$ cat src/rtl/tfe_pkg.sv
package tfe_pkg;

  localparam int unsigned LEVEL_FRAC_BITS = 16;
  localparam int unsigned CMD_W           = 2;
  localparam int unsigned TIME_W          = 16;
  localparam int unsigned ELAPSED_W       = 18;
  localparam int unsigned COLOR_W         = 32;
  localparam int unsigned CFG_IDX_W       = 3;
  localparam int unsigned CFG_DATA_W      = 32;
  localparam logic [COLOR_W-1:0] COLOR_RESET = 32'hFFFF_FFFF;

  typedef enum logic [CMD_W-1:0] {
    CMD_TICK    = 2'd0,
    CMD_ARM_OUT = 2'd1,
    CMD_ARM_IN  = 2'd2,
    CMD_RSVD    = 2'd3
  } cmd_e;

  typedef enum logic [CFG_IDX_W-1:0] {
    CFG_OUT_RISE = 3'd0,
    CFG_OUT_HOLD = 3'd1,
    CFG_OUT_FALL = 3'd2,
    CFG_IN_RISE  = 3'd3,
    CFG_IN_HOLD  = 3'd4,
    CFG_IN_FALL  = 3'd5,
    CFG_COLOR    = 3'd6,
    CFG_NONE     = 3'd7
  } cfg_idx_e;

  typedef struct packed {
    logic accept;
    logic arm;
    logic eval;
    logic div_step;
    logic fin;
    logic sel_in;
    logic load;
  } ctrl_cmd_t;

  typedef struct packed {
    logic is_tick;
    logic need_div;
    logic div_last;
  } ctrl_sts_t;

endpackage

$ cat src/rtl/tfe_if.sv
interface tfe_cmd_if;
  logic                          valid;
  logic                          ready;
  logic [tfe_pkg::CMD_W-1:0]     cmd;
  logic [tfe_pkg::TIME_W-1:0]    elapsed_ticks;

  modport source (output valid, cmd, elapsed_ticks, input ready);
  modport sink   (input valid, cmd, elapsed_ticks, output ready);
endinterface

interface tfe_res_if #(
  parameter int unsigned LVL_W = tfe_pkg::LEVEL_FRAC_BITS + 1
);
  logic                          valid;
  logic                          ready;
  logic                          tint_enable;
  logic [LVL_W-1:0]              tint_level;
  logic [tfe_pkg::COLOR_W-1:0]   overlay_color;
  logic                          out_active;
  logic                          in_active;

  modport source (output valid, tint_enable, tint_level, overlay_color, out_active,
                  in_active, input ready);
  modport sink   (input valid, tint_enable, tint_level, overlay_color, out_active,
                  in_active, output ready);
endinterface

interface tfe_cfg_if;
  logic                            valid;
  logic                            ready;
  logic [tfe_pkg::CFG_IDX_W-1:0]   index;
  logic [tfe_pkg::CFG_DATA_W-1:0]  data;

  modport source (output valid, index, data, input ready);
  modport sink   (input valid, index, data, output ready);
endinterface

$ cat src/rtl/tfe_ctrl.sv
module tfe_ctrl (
  input  logic                clk_i,
  input  logic                rst_ni,
  input  logic                cmd_valid_i,
  output logic                cmd_ready_o,
  output logic                res_valid_o,
  input  logic                res_ready_i,
  input  tfe_pkg::ctrl_sts_t  sts_i,
  output tfe_pkg::ctrl_cmd_t  ctrl_o
);

  typedef enum logic [7:0] {
    S_IDLE     = 8'b0000_0001,
    S_ARM      = 8'b0000_0010,
    S_OUT_EVAL = 8'b0000_0100,
    S_OUT_DIV  = 8'b0000_1000,
    S_OUT_FIN  = 8'b0001_0000,
    S_IN_EVAL  = 8'b0010_0000,
    S_IN_DIV   = 8'b0100_0000,
    S_IN_FIN   = 8'b1000_0000
  } state_e;

  state_e state_q, state_d;
  logic   done_q, done_d;
  logic   res_valid_q, res_valid_d;
  logic   load;

  assign cmd_ready_o = (state_q == S_IDLE) && !done_q;
  assign res_valid_o = res_valid_q;
  assign load        = done_q && (!res_valid_q || res_ready_i);

  always_comb begin
    state_d = state_q;
    done_d  = done_q;
    ctrl_o  = '0;
    ctrl_o.load = load;
    if (load) begin
      done_d = 1'b0;
    end
    case (state_q)
      S_IDLE: begin
        if (cmd_valid_i && !done_q) begin
          ctrl_o.accept = 1'b1;
          state_d = S_ARM;
        end
      end
      S_ARM: begin
        ctrl_o.arm = 1'b1;
        if (sts_i.is_tick) begin
          state_d = S_OUT_EVAL;
        end else begin
          done_d  = 1'b1;
          state_d = S_IDLE;
        end
      end
      S_OUT_EVAL: begin
        ctrl_o.eval = 1'b1;
        state_d = sts_i.need_div ? S_OUT_DIV : S_OUT_FIN;
      end
      S_OUT_DIV: begin
        ctrl_o.div_step = 1'b1;
        if (sts_i.div_last) begin
          state_d = S_OUT_FIN;
        end
      end
      S_OUT_FIN: begin
        ctrl_o.fin = 1'b1;
        state_d = S_IN_EVAL;
      end
      S_IN_EVAL: begin
        ctrl_o.eval   = 1'b1;
        ctrl_o.sel_in = 1'b1;
        state_d = sts_i.need_div ? S_IN_DIV : S_IN_FIN;
      end
      S_IN_DIV: begin
        ctrl_o.div_step = 1'b1;
        ctrl_o.sel_in   = 1'b1;
        if (sts_i.div_last) begin
          state_d = S_IN_FIN;
        end
      end
      S_IN_FIN: begin
        ctrl_o.fin    = 1'b1;
        ctrl_o.sel_in = 1'b1;
        done_d  = 1'b1;
        state_d = S_IDLE;
      end
      default: begin
        state_d = S_IDLE;
      end
    endcase
  end

  always_comb begin
    res_valid_d = res_valid_q;
    if (load) begin
      res_valid_d = 1'b1;
    end else if (res_ready_i) begin
      res_valid_d = 1'b0;
    end
  end

  always_ff @(posedge clk_i or negedge rst_ni) begin
    if (!rst_ni) begin
      state_q     <= S_IDLE;
      done_q      <= 1'b0;
      res_valid_q <= 1'b0;
    end else begin
      state_q     <= state_d;
      done_q      <= done_d;
      res_valid_q <= res_valid_d;
    end
  end

endmodule

$ cat src/rtl/tfe_datapath.sv
module tfe_datapath #(
  parameter int unsigned LevelFracBits = tfe_pkg::LEVEL_FRAC_BITS,
  localparam int unsigned LvlW = LevelFracBits + 1
) (
  input  logic                              clk_i,
  input  logic                              rst_ni,
  input  logic                              cfg_we_i,
  input  logic [tfe_pkg::CFG_IDX_W-1:0]     cfg_idx_i,
  input  logic [tfe_pkg::CFG_DATA_W-1:0]    cfg_data_i,
  input  logic [tfe_pkg::CMD_W-1:0]         cmd_i,
  input  logic [tfe_pkg::TIME_W-1:0]        ticks_i,
  input  tfe_pkg::ctrl_cmd_t                ctrl_i,
  output tfe_pkg::ctrl_sts_t                sts_o,
  output logic                              tint_enable_o,
  output logic [LvlW-1:0]                   tint_level_o,
  output logic [tfe_pkg::COLOR_W-1:0]       overlay_color_o,
  output logic                              out_active_o,
  output logic                              in_active_o
);

  localparam int unsigned TW   = tfe_pkg::TIME_W;
  localparam int unsigned EW   = tfe_pkg::ELAPSED_W;
  localparam int unsigned CW   = tfe_pkg::COLOR_W;
  localparam int unsigned CntW = $clog2(LevelFracBits + 1);
  localparam logic [LvlW-1:0] LvlOne = {1'b1, {LevelFracBits{1'b0}}};

  typedef enum logic [1:0] {
    KIND_SKIP    = 2'd0,
    KIND_STOP    = 2'd1,
    KIND_LEVEL   = 2'd2,
    KIND_NOLEVEL = 2'd3
  } kind_e;

  // config
  logic [TW-1:0] out_rise_q, out_hold_q, out_fall_q;
  logic [TW-1:0] in_rise_q, in_hold_q, in_fall_q;
  logic [CW-1:0] color_q;

  // envelope state
  logic [EW-1:0]   out_el_q, in_el_q;
  logic            out_run_q, in_run_q;
  logic            tint_on_q;
  logic [LvlW-1:0] tint_val_q;
  logic [CW-1:0]   overlay_q;

  // item and evaluation
  logic [tfe_pkg::CMD_W-1:0] cmd_q;
  logic [TW-1:0]   ticks_q;
  kind_e           kind_q, kind_d;
  logic [EW-1:0]   e_q;
  logic            cmpl_q;
  logic [TW:0]     rem_q, rem_d;
  logic [TW-1:0]   den_q, den_d;
  logic [LvlW-1:0] quo_q, quo_d;
  logic [CntW-1:0] cnt_q;

  // result register
  logic            r_tint_on_q, r_out_run_q, r_in_run_q;
  logic [LvlW-1:0] r_tint_val_q;
  logic [CW-1:0]   r_overlay_q;

  logic [TW-1:0] r_sel, h_sel, f_sel;
  logic [EW-1:0] el_sel, e_sum, rh, rhf, d;
  logic          run_sel, need_div;
  logic          ge;
  logic [TW:0]   diff, nxt;
  logic [CW-1:0] scaled;

  assign r_sel   = ctrl_i.sel_in ? in_rise_q : out_rise_q;
  assign h_sel   = ctrl_i.sel_in ? in_hold_q : out_hold_q;
  assign f_sel   = ctrl_i.sel_in ? in_fall_q : out_fall_q;
  assign el_sel  = ctrl_i.sel_in ? in_el_q   : out_el_q;
  assign run_sel = ctrl_i.sel_in ? in_run_q  : out_run_q;

  assign e_sum = el_sel + EW'(ticks_q);
  assign rh    = EW'(r_sel) + EW'(h_sel);
  assign rhf   = rh + EW'(f_sel);
  assign d     = e_sum - rh;

  always_comb begin
    kind_d   = KIND_LEVEL;
    need_div = 1'b0;
    rem_d    = '0;
    den_d    = r_sel;
    quo_d    = LvlOne;
    if (!run_sel) begin
      kind_d = KIND_SKIP;
    end else if (r_sel == '0) begin
      kind_d = KIND_STOP;
    end else if (e_sum >= rh) begin
      if ((f_sel != '0) && (d <= EW'(f_sel))) begin
        need_div = 1'b1;
        rem_d    = {1'b0, f_sel - d[TW-1:0]};
        den_d    = f_sel;
      end else begin
        kind_d = KIND_NOLEVEL;
        quo_d  = '0;
      end
    end else if (e_sum <= EW'(r_sel)) begin
      need_div = 1'b1;
      rem_d    = {1'b0, e_sum[TW-1:0]};
    end
  end

  // restoring divider, one quotient bit per cycle, MSB first
  assign ge   = rem_q >= {1'b0, den_q};
  assign diff = rem_q - {1'b0, den_q};
  assign nxt  = ge ? diff : rem_q;

  assign sts_o.is_tick  = (cmd_q == tfe_pkg::CMD_TICK);
  assign sts_o.need_div = need_div;
  assign sts_o.div_last = (cnt_q == CntW'(LevelFracBits));

  for (genvar c = 0; c < 4; c++) begin : g_scale
    logic [LvlW+7:0] prod;
    assign prod = {{(LevelFracBits+1){1'b0}}, color_q[8*c +: 8]} * {8'd0, quo_q};
    assign scaled[8*c +: 8] = prod[LevelFracBits +: 8];
  end

  always_ff @(posedge clk_i or negedge rst_ni) begin
    if (!rst_ni) begin
      out_rise_q <= '0;
      out_hold_q <= '0;
      out_fall_q <= '0;
      in_rise_q  <= '0;
      in_hold_q  <= '0;
      in_fall_q  <= '0;
      color_q    <= tfe_pkg::COLOR_RESET;
    end else if (cfg_we_i) begin
      case (cfg_idx_i)
        tfe_pkg::CFG_OUT_RISE: out_rise_q <= cfg_data_i[TW-1:0];
        tfe_pkg::CFG_OUT_HOLD: out_hold_q <= cfg_data_i[TW-1:0];
        tfe_pkg::CFG_OUT_FALL: out_fall_q <= cfg_data_i[TW-1:0];
        tfe_pkg::CFG_IN_RISE:  in_rise_q  <= cfg_data_i[TW-1:0];
        tfe_pkg::CFG_IN_HOLD:  in_hold_q  <= cfg_data_i[TW-1:0];
        tfe_pkg::CFG_IN_FALL:  in_fall_q  <= cfg_data_i[TW-1:0];
        tfe_pkg::CFG_COLOR:    color_q    <= cfg_data_i[CW-1:0];
        default: ;
      endcase
    end
  end

  always_ff @(posedge clk_i or negedge rst_ni) begin
    if (!rst_ni) begin
      out_el_q   <= '0;
      in_el_q    <= '0;
      out_run_q  <= 1'b0;
      in_run_q   <= 1'b0;
      tint_on_q  <= 1'b0;
      tint_val_q <= '0;
      overlay_q  <= '0;
      cmd_q      <= tfe_pkg::CMD_RSVD;
      kind_q     <= KIND_SKIP;
      cnt_q      <= '0;
    end else begin
      if (ctrl_i.accept) begin
        cmd_q <= cmd_i;
      end
      if (ctrl_i.arm) begin
        if (cmd_q == tfe_pkg::CMD_ARM_OUT) begin
          out_el_q  <= '0;
          out_run_q <= (out_rise_q != '0);
        end else if (cmd_q == tfe_pkg::CMD_ARM_IN) begin
          in_el_q  <= '0;
          in_run_q <= (in_rise_q != '0);
        end
      end
      if (ctrl_i.eval) begin
        kind_q <= kind_d;
        cnt_q  <= '0;
      end
      if (ctrl_i.div_step) begin
        cnt_q <= cnt_q + CntW'(1);
      end
      if (ctrl_i.fin && !ctrl_i.sel_in) begin
        case (kind_q)
          KIND_STOP: begin
            out_run_q <= 1'b0;
            out_el_q  <= '0;
          end
          KIND_LEVEL, KIND_NOLEVEL: begin
            if (kind_q == KIND_LEVEL) begin
              tint_val_q <= quo_q;
            end
            if (cmpl_q) begin
              tint_on_q <= 1'b0;
              out_run_q <= 1'b0;
              out_el_q  <= '0;
            end else begin
              out_el_q <= e_q;
              if (kind_q == KIND_LEVEL) begin
                tint_on_q <= 1'b1;
              end
            end
          end
          default: ;
        endcase
      end
      if (ctrl_i.fin && ctrl_i.sel_in) begin
        case (kind_q)
          KIND_STOP: begin
            in_run_q <= 1'b0;
            in_el_q  <= '0;
          end
          KIND_LEVEL, KIND_NOLEVEL: begin
            if (cmpl_q) begin
              overlay_q <= '0;
              in_run_q  <= 1'b0;
              in_el_q   <= '0;
            end else begin
              in_el_q   <= e_q;
              overlay_q <= scaled;
            end
          end
          default: ;
        endcase
      end
    end
  end

  always_ff @(posedge clk_i) begin
    if (ctrl_i.accept) begin
      ticks_q <= ticks_i;
    end
    if (ctrl_i.eval) begin
      e_q    <= e_sum;
      cmpl_q <= (e_sum >= rhf);
      rem_q  <= rem_d;
      den_q  <= den_d;
      quo_q  <= quo_d;
    end else if (ctrl_i.div_step) begin
      rem_q <= {nxt[TW-1:0], 1'b0};
      quo_q <= {quo_q[LvlW-2:0], ge};
    end
    if (ctrl_i.load) begin
      r_tint_on_q  <= tint_on_q;
      r_tint_val_q <= tint_val_q;
      r_overlay_q  <= overlay_q;
      r_out_run_q  <= out_run_q;
      r_in_run_q   <= in_run_q;
    end
  end

  assign tint_enable_o   = r_tint_on_q;
  assign tint_level_o    = r_tint_val_q;
  assign overlay_color_o = r_overlay_q;
  assign out_active_o    = r_out_run_q;
  assign in_active_o     = r_in_run_q;

endmodule

$ cat src/rtl/trapezoid_fade_envelope.sv
// Fade-out tint and fade-in color overlay, each a rise/hold/fall envelope.
// Channels:
//   cfg_i : register writes (index, data), always ready. Write only while idle.
//   cmd_i : one beat per frame or arm command (cmd, elapsed_ticks).
//   res_o : one beat per cmd beat with the state after that command.
// Steps, accept to result valid:
//   arm or reserved cmd : arm, then the result register is loaded.
//   frame tick          : arm, then evaluate, divide if needed and finish for
//                         fade-out, then again for fade-in; each envelope level
//                         that lies on a ramp takes one restoring division, one
//                         quotient bit per cycle, on a single shared divider.
// Throughput: one cmd beat at a time; the next beat is taken once the
//   current one has been handed to the result register.
// The result register holds a finished beat while the next one is computed;
// if res_o stalls, cmd_i stays ready until a second result is due, then waits.
// Reset: both envelopes stopped, tint and overlay state zero, all times zero,
// fade color all ones, result register empty.
module trapezoid_fade_envelope #(
  parameter int unsigned LevelFracBits = tfe_pkg::LEVEL_FRAC_BITS
) (
  input  logic       clk_i,
  input  logic       rst_ni,
  tfe_cfg_if.sink    cfg_i,
  tfe_cmd_if.sink    cmd_i,
  tfe_res_if.source  res_o
);

  tfe_pkg::ctrl_cmd_t ctrl;
  tfe_pkg::ctrl_sts_t sts;

  assign cfg_i.ready = 1'b1;

  tfe_ctrl u_ctrl (
    .clk_i       (clk_i),
    .rst_ni      (rst_ni),
    .cmd_valid_i (cmd_i.valid),
    .cmd_ready_o (cmd_i.ready),
    .res_valid_o (res_o.valid),
    .res_ready_i (res_o.ready),
    .sts_i       (sts),
    .ctrl_o      (ctrl)
  );

  tfe_datapath #(
    .LevelFracBits (LevelFracBits)
  ) u_datapath (
    .clk_i           (clk_i),
    .rst_ni          (rst_ni),
    .cfg_we_i        (cfg_i.valid),
    .cfg_idx_i       (cfg_i.index),
    .cfg_data_i      (cfg_i.data),
    .cmd_i           (cmd_i.cmd),
    .ticks_i         (cmd_i.elapsed_ticks),
    .ctrl_i          (ctrl),
    .sts_o           (sts),
    .tint_enable_o   (res_o.tint_enable),
    .tint_level_o    (res_o.tint_level),
    .overlay_color_o (res_o.overlay_color),
    .out_active_o    (res_o.out_active),
    .in_active_o     (res_o.in_active)
  );

endmodule

$ cat src/flat_wrapper.sv
// flat-port wrapper written by rule: the top's interface ports become plain ports
module trapezoid_fade_envelope_flat 
#(
  parameter int unsigned LevelFracBits = tfe_pkg::LEVEL_FRAC_BITS
)
  (clk_i, rst_ni, cfg_i_valid, cfg_i_index, cfg_i_data, cfg_i_ready, cmd_i_valid, cmd_i_cmd, cmd_i_elapsed_ticks, cmd_i_ready, res_o_valid, res_o_tint_enable, res_o_tint_level, res_o_overlay_color, res_o_out_active, res_o_in_active, res_o_ready);
  tfe_cfg_if cfg_i_i ();
  tfe_cmd_if cmd_i_i ();
  tfe_res_if res_o_i ();
  input  logic clk_i;
  input  logic rst_ni;
  input wire logic [$bits(cfg_i_i.valid)-1:0] cfg_i_valid;
  input wire logic [$bits(cfg_i_i.index)-1:0] cfg_i_index;
  input wire logic [$bits(cfg_i_i.data)-1:0] cfg_i_data;
  output wire logic [$bits(cfg_i_i.ready)-1:0] cfg_i_ready;
  input wire logic [$bits(cmd_i_i.valid)-1:0] cmd_i_valid;
  input wire logic [$bits(cmd_i_i.cmd)-1:0] cmd_i_cmd;
  input wire logic [$bits(cmd_i_i.elapsed_ticks)-1:0] cmd_i_elapsed_ticks;
  output wire logic [$bits(cmd_i_i.ready)-1:0] cmd_i_ready;
  output wire logic [$bits(res_o_i.valid)-1:0] res_o_valid;
  output wire logic [$bits(res_o_i.tint_enable)-1:0] res_o_tint_enable;
  output wire logic [$bits(res_o_i.tint_level)-1:0] res_o_tint_level;
  output wire logic [$bits(res_o_i.overlay_color)-1:0] res_o_overlay_color;
  output wire logic [$bits(res_o_i.out_active)-1:0] res_o_out_active;
  output wire logic [$bits(res_o_i.in_active)-1:0] res_o_in_active;
  input wire logic [$bits(res_o_i.ready)-1:0] res_o_ready;
  assign cfg_i_i.valid = cfg_i_valid;
  assign cfg_i_i.index = cfg_i_index;
  assign cfg_i_i.data = cfg_i_data;
  assign cfg_i_ready = cfg_i_i.ready;
  assign cmd_i_i.valid = cmd_i_valid;
  assign cmd_i_i.cmd = cmd_i_cmd;
  assign cmd_i_i.elapsed_ticks = cmd_i_elapsed_ticks;
  assign cmd_i_ready = cmd_i_i.ready;
  assign res_o_valid = res_o_i.valid;
  assign res_o_tint_enable = res_o_i.tint_enable;
  assign res_o_tint_level = res_o_i.tint_level;
  assign res_o_overlay_color = res_o_i.overlay_color;
  assign res_o_out_active = res_o_i.out_active;
  assign res_o_in_active = res_o_i.in_active;
  assign res_o_i.ready = res_o_ready;
  trapezoid_fade_envelope #(.LevelFracBits(LevelFracBits)) u_core (.clk_i(clk_i), .rst_ni(rst_ni), .cfg_i(cfg_i_i), .cmd_i(cmd_i_i), .res_o(res_o_i));
endmodule
$ cat config.mk
export PLATFORM = sky130hd
export DESIGN_NAME = trapezoid_fade_envelope_flat
export DESIGN_NICKNAME = d
export VERILOG_FILES = /design/src/rtl/tfe_pkg.sv /design/src/rtl/tfe_if.sv /design/src/rtl/tfe_ctrl.sv /design/src/rtl/tfe_datapath.sv /design/src/rtl/trapezoid_fade_envelope.sv /design/src/flat_wrapper.sv
export SDC_FILE = /design/constraint.sdc
export NUM_CORES = 2
export LEC_CHECK = 0
export ABC_AREA = 1
export BUFFER_PORTS_ARGS = -buffer_cell sky130_fd_sc_hd__buf_2
export CORE_MARGIN = 10
export CORE_UTILIZATION = 45
export DETAILED_ROUTE_END_ITERATION = 16
export HOLD_SLACK_MARGIN = 0.03
export PLACE_DENSITY_LB_ADDON = 0.3
export RECOVER_POWER = 25
export SLEW_MARGIN = 0
export SYNTH_ARGS = -nofsm -noshare
export SYNTH_HDL_FRONTEND = slang
export SYNTH_SLANG_ARGS = --single-unit
$ cat constraint.sdc
create_clock -name clk_i -period 11.84 [get_ports clk_i]
set_clock_uncertainty 0.1 [all_clocks]
set_input_delay 2.368 -clock clk_i [delete_from_list [all_inputs] [get_ports clk_i]]
set_output_delay 2.368 -clock clk_i [all_outputs]
set_load 0.03 [all_outputs]
==> impl_metrics.prom <==
# TYPE chip_impl_metric gauge
chip_impl_metric{name="power.ir.vdd_worst",unit="mV"} 0.133
chip_impl_metric{name="starting_utilization_of_the_core_area",unit="%"} 45.2
chip_impl_metric{name="clk_pin_slew",unit="ns"} 0.06
chip_impl_metric{name="coreArea",unit="um2"} 80300
chip_impl_info{name="hold_path_class",value="register to register"} 1
chip_impl_metric{name="cap_viol_max_count",unit=""} 5
chip_impl_metric{name="final-setup-viol-count",unit=""} 0
chip_impl_metric{name="ys.warnings.count",unit=""} 0
chip_impl_metric{name="route.detailed.vias_per_inst",unit=""} 5.24
chip_impl_info{name="post_synth_most_frequent_cells",value="sky130_fd_sc_hd__nand2_1 (1225), sky130_fd_sc_hd__inv_1 (887), sky130_fd_sc_hd__fa_1 (358)"} 1
chip_impl_metric{name="drt-initial-drc-count",unit=""} 2391
chip_impl_metric{name="final_layout_size_suffix_gt1_share",unit="%"} 8.28
chip_impl_metric{name="synth_seq_area_share",unit="%"} 27.7
chip_impl_metric{name="synth_cells",unit=""} 4478
chip_impl_metric{name="slew_violations",unit=""} 167
chip_impl_metric{name="worstPathRequired",unit="ns"} 12.05
chip_impl_metric{name="postSynthAreaPerCell",unit="um2"} 8.11
chip_impl_metric{name="sequential_cell_area",unit="um2"} 10000
chip_impl_metric{name="ctsHtreeMaxLevel",unit=""} 2
chip_impl_metric{name="sw_frac_of_total",unit="%"} 49.6
chip_impl_metric{name="grt_pass1_vias",unit=""} 29500
chip_impl_metric{name="synth_largest_type_area_fraction",unit="%"} 19.7
chip_impl_info{name="grt_setup_unrepaired",value="no"} 1
chip_impl_info{name="ctsRootBufferMaster",value="sky130_fd_sc_hd__clkbuf_16"} 1
chip_impl_metric{name="multi_input_comb_area",unit="um2"} 22000
chip_impl_metric{name="grt_use_total",unit="%"} 22.1
chip_impl_metric{name="power.density",unit="nW/um2"} 233
chip_impl_metric{name="tritoncts_num_sinks",unit=""} 372
chip_impl_metric{name="post_drt_wl_per_cell",unit="um"} 18.4
chip_impl_metric{name="routed_wl",unit="um"} 103000
chip_impl_metric{name="synth-async-reset-ratio",unit="%"} 63.2
chip_impl_metric{name="cts-hold-fix-buffers",unit=""} 0
chip_impl_metric{name="utilization",unit="%"} 48.8
chip_impl_info{name="cts_tree",value="built"} 1
chip_impl_metric{name="setup_tns",unit="ns"} 0
chip_impl_metric{name="drt.antenna.violating_nets",unit=""} 0
chip_impl_info{name="timing.rr.end",value="u_core.u_datapath.den_q[12]"} 1
chip_impl_metric{name="grt.overflow.total",unit=""} 0
chip_impl_metric{name="whs_path_depth",unit=""} 0
chip_impl_metric{name="clockPowerShare",unit="%"} 16.0
chip_impl_metric{name="fillers",unit=""} 7759
chip_impl_metric{name="detail_route.drc_violations",unit=""} 0
chip_impl_metric{name="cts.path.max_buffers",unit=""} 3
chip_impl_metric{name="syn_area",unit="um2"} 36300
chip_impl_metric{name="die-height",unit="um"} 304
chip_impl_metric{name="cellInternalPower",unit="mW"} 4.60
chip_impl_metric{name="combPwrFrac",unit="%"} 64.7
chip_impl_info{name="critPathLaunchType",value="register"} 1
chip_impl_metric{name="finalHoldViolations",unit=""} 0
chip_impl_metric{name="grt_antenna_before_repair",unit=""} 0
chip_impl_metric{name="fin_crit",unit="ns"} 8.70
chip_impl_metric{name="critical_path_arrival",unit="ns"} 8.91
chip_impl_info{name="worst_flop_to_flop_path_startpoint",value="u_core.u_ctrl.state_q[0]"} 1
chip_impl_metric{name="post-dp-hpwl",unit="um"} 77500
chip_impl_metric{name="growth_of_design_area_from_synthesis_to_finish",unit="%"} 7.97
chip_impl_metric{name="insertedDiodeCount",unit=""} 0
chip_impl_metric{name="fmax",unit="MHz"} 115
chip_impl_metric{name="count_of_instances_resized_after_the_clock_tree_is_built",unit=""} 0
chip_impl_info{name="worstHoldStart",value="u_core.u_datapath.tint_val_q[16]"} 1
chip_impl_metric{name="grt_start_max_net_pins",unit=""} 83
chip_impl_metric{name="row_count",unit=""} 104
chip_impl_metric{name="cts-buffers-inserted",unit=""} 46
chip_impl_metric{name="port_buffers",unit=""} 111
chip_impl_metric{name="synth_enable_flop_cells",unit=""} 137
chip_impl_metric{name="ff2ff_path_depth",unit=""} 34
chip_impl_metric{name="dr_total_vias",unit=""} 29200
chip_impl_info{name="critical-path-slowest-cell",value="sky130_fd_sc_hd__nand3_1"} 1
chip_impl_metric{name="nets",unit=""} 5178
chip_impl_info{name="yosys.cell_count.top_type",value="sky130_fd_sc_hd__nand2_1"} 1
chip_impl_info{name="path_common_cell",value="sky130_fd_sc_hd__nand2_1"} 1
chip_impl_metric{name="ff2ff_setup_slack",unit="ns"} 3.14
chip_impl_info{name="synth_area_leaders",value="sky130_fd_sc_hd__fa_1 (20%), sky130_fd_sc_hd__dfrtp_1 (14%), sky130_fd_sc_hd__nand2_1 (13%)"} 1
chip_impl_metric{name="max_stage_delay",unit="ns"} 0.60
chip_impl_metric{name="seqPwrFrac",unit="%"} 19.4
chip_impl_metric{name="firstDrtPassIters",unit=""} 6
chip_impl_metric{name="synth_seq_cells",unit=""} 372
chip_impl_metric{name="total_switching_power",unit="mW"} 4.53
chip_impl_metric{name="setup_buffers_after_cts",unit=""} 0
chip_impl_info{name="violations",value="max-capacitance violations, max-slew violations"} 1
chip_impl_metric{name="synthesis.nets",unit=""} 5179
chip_impl_metric{name="library_cells_used_by_synthesis",unit=""} 70
chip_impl_metric{name="final_min_period_over_clock_period",unit="%"} 73.5
chip_impl_metric{name="grt_pass1_wl",unit="um"} 164000
chip_impl_metric{name="gpl.final_weighted_congestion",unit=""} 0.962
chip_impl_metric{name="boundaryPins",unit=""} 113
chip_impl_metric{name="crit_fanout",unit=""} 46
chip_impl_metric{name="p_leak",unit="nW"} 20.4
chip_impl_metric{name="die-width",unit="um"} 304
chip_impl_info{name="worst_setup_path_end_kind",value="register"} 1
chip_impl_metric{name="worst_tran_pin_value",unit="ns"} 3.49
chip_impl_metric{name="timing.max_slew.rel_slack",unit="%"} -133
chip_impl_info{name="yosys_most_used_dff",value="sky130_fd_sc_hd__dfrtp_1"} 1
chip_impl_metric{name="fp.dieArea",unit="um2"} 92400
chip_impl_info{name="crit_type",value="register to register"} 1
chip_impl_info{name="synth_top_area_cell",value="sky130_fd_sc_hd__fa_1"} 1
chip_impl_info{name="status",value="finished, violations left"} 1
chip_impl_info{name="hold_path_end",value="u_core.u_datapath.tint_level_o[16]"} 1
chip_impl_metric{name="clk_latency",unit="ns"} 0.60
[through the flow]
| stage | cell area [um2] | instances | worst slack (ns) | hold WS, ns | total power [mW] |
|---|---|---|---|---|---|
| after floorplan | 36300 | 4478 | 5.16 | 0.319 | 6.12 |
| after global placement | 37700 | 5489 | 4.33 | 0.329 | 7.59 |
| after detailed placement | 37700 | 5489 | 4.07 | 0.329 | 7.67 |
| after CTS | 39300 | 5575 | 4.03 | 0.342 | 9.19 |
| after global routing | 39200 | 5575 | 2.45 | 0.352 | 10.2 |
| final | 39200 | 5575 | 3.14 | 0.342 | 9.14 |
[layer usage]
metal	GRT usage, %	wire [um]	up-vias
li1	-	-	13900
met4	6.99	3330	0
met3	3.92	7130	164
met1	29.7	44900	14200
met5	0	0	-
met2	36.0	47300	902
[power by group through the flow]
stage / sequential (mW) / clock (mW) / combinational [mW]
2_1_floorplan: 1.66 / 0 / 4.46
3_3_place_gp: 1.79 / 0 / 5.80
3_5_place_dp: 1.79 / 0 / 5.88
4_1_cts: 1.77 / 1.49 / 5.93
5_1_grt: 1.79 / 1.55 / 6.85
6_report: 1.77 / 1.46 / 5.91
[placed cells by master (no fill, tap or decap), types with 8 or more instances in the layout]
master,n
sky130_fd_sc_hd__o32ai_1,18
sky130_fd_sc_hd__mux2_2,17
sky130_fd_sc_hd__nor2_2,8
sky130_fd_sc_hd__nand3_1,105
sky130_fd_sc_hd__edfxtp_1,137
sky130_fd_sc_hd__buf_4,37
sky130_fd_sc_hd__inv_1,887
sky130_fd_sc_hd__fa_1,358
sky130_fd_sc_hd__nand2_2,25
sky130_fd_sc_hd__nand3_2,15
sky130_fd_sc_hd__clkbuf_16,48
sky130_fd_sc_hd__o31ai_1,8
sky130_fd_sc_hd__dfstp_2,35
sky130_fd_sc_hd__o22ai_1,20
sky130_fd_sc_hd__o21ai_1,26
sky130_fd_sc_hd__nand4_1,49
sky130_fd_sc_hd__o211ai_1,9
sky130_fd_sc_hd__dfrtp_1,200
sky130_fd_sc_hd__o21ai_0,281
sky130_fd_sc_hd__or2_2,19
sky130_fd_sc_hd__o21bai_1,10
sky130_fd_sc_hd__nor2_1,148
sky130_fd_sc_hd__inv_2,11
sky130_fd_sc_hd__clkbuf_8,9
sky130_fd_sc_hd__clkinv_2,8
sky130_fd_sc_hd__nand3b_1,8
sky130_fd_sc_hd__nand2_4,8
sky130_fd_sc_hd__a21oi_1,149
sky130_fd_sc_hd__nand2_1,1227
sky130_fd_sc_hd__xnor2_1,40
sky130_fd_sc_hd__clkbuf_1,15
sky130_fd_sc_hd__buf_2,109
sky130_fd_sc_hd__xor2_1,54
sky130_fd_sc_hd__a21o_1,12
sky130_fd_sc_hd__ha_1,285
sky130_fd_sc_hd__nor4_1,21
sky130_fd_sc_hd__nor3_1,22
[worst max path at each step]
stage                              from                          end  slack [ns]  depth (start not counted)
2_1_floorplan  u_core.u_ctrl.state_q[0]  u_core.u_datapath.den_q[10]        5.16                         38
3_3_place_gp   u_core.u_ctrl.state_q[0]  u_core.u_datapath.den_q[10]        4.33                         35
3_5_place_dp   u_core.u_ctrl.state_q[0]  u_core.u_datapath.den_q[12]        4.07                         34
4_1_cts        u_core.u_ctrl.state_q[0]  u_core.u_datapath.den_q[12]        4.03                         34
5_1_grt        u_core.u_ctrl.state_q[0]  u_core.u_datapath.den_q[12]        2.45                         34
6_report       u_core.u_ctrl.state_q[0]  u_core.u_datapath.den_q[12]        3.14                         34
[registers in the layout, summed over array words and instances (netlist names), 5 cells and up]
register	count
u_core.u_datapath.in_hold_q	16
u_core.u_datapath.out_hold_q	16
u_core.u_datapath.in_fall_q	16
u_core.u_datapath.tint_val_q	17
u_core.u_datapath.overlay_q	32
u_core.u_datapath.rem_q	17
u_core.u_datapath.cnt_q	5
u_core.u_datapath.quo_q	17
u_core.u_datapath.e_q	18
u_core.u_datapath.out_rise_q	16
u_core.u_datapath.in_el_q	18
u_core.u_datapath.den_q	16
u_core.u_datapath.color_q	32
u_core.u_datapath.overlay_color_o	32
u_core.u_datapath.in_rise_q	16
u_core.u_datapath.out_fall_q	16
u_core.u_datapath.out_el_q	18
u_core.u_datapath.ticks_q	16
u_core.u_datapath.tint_level_o	17
u_core.u_ctrl.state_q	8
[area by class of cell]
class                   count  share of cell area (%)
repair buffers            152                    2.16
clock inverters            20                   0.495
inverters                 899                    8.61
flip-flops and latches    372                    25.6
clock buffers              66                    3.47
multi-input cells        3006                    56.3
well taps                1060                    3.38
[critical path: cells and delay by family (launching register included)]
kind,cells,cell delay [ns]
adder cells (fa/ha/maj),4,1.44
flip-flops,1,0.54
AO/OA/AOI/OAI,9,1.92
XOR/XNOR,2,0.44
AND/OR/NAND/NOR,13,2.95
buffers and inverters,6,1.01
[cells by family (layout without fill, tap and decap cells)]
| kind of cell | count (synthesis) | in the layout | synth area share [%] |
|---|---|---|---|
| fa+ha+maj | 643 | 643 | 29.6 |
| buf+inv | 1100 | 1137 | 11.5 |
| compound gates | 587 | 587 | 9.15 |
| other cells | 1 | 1 | 0.0103 |
| flops | 372 | 372 | 27.7 |
| mux | 18 | 18 | 0.555 |
| xor+xnor | 94 | 94 | 2.27 |
| simple gates | 1663 | 1663 | 19.3 |
(Power assumes the default switching activity.)
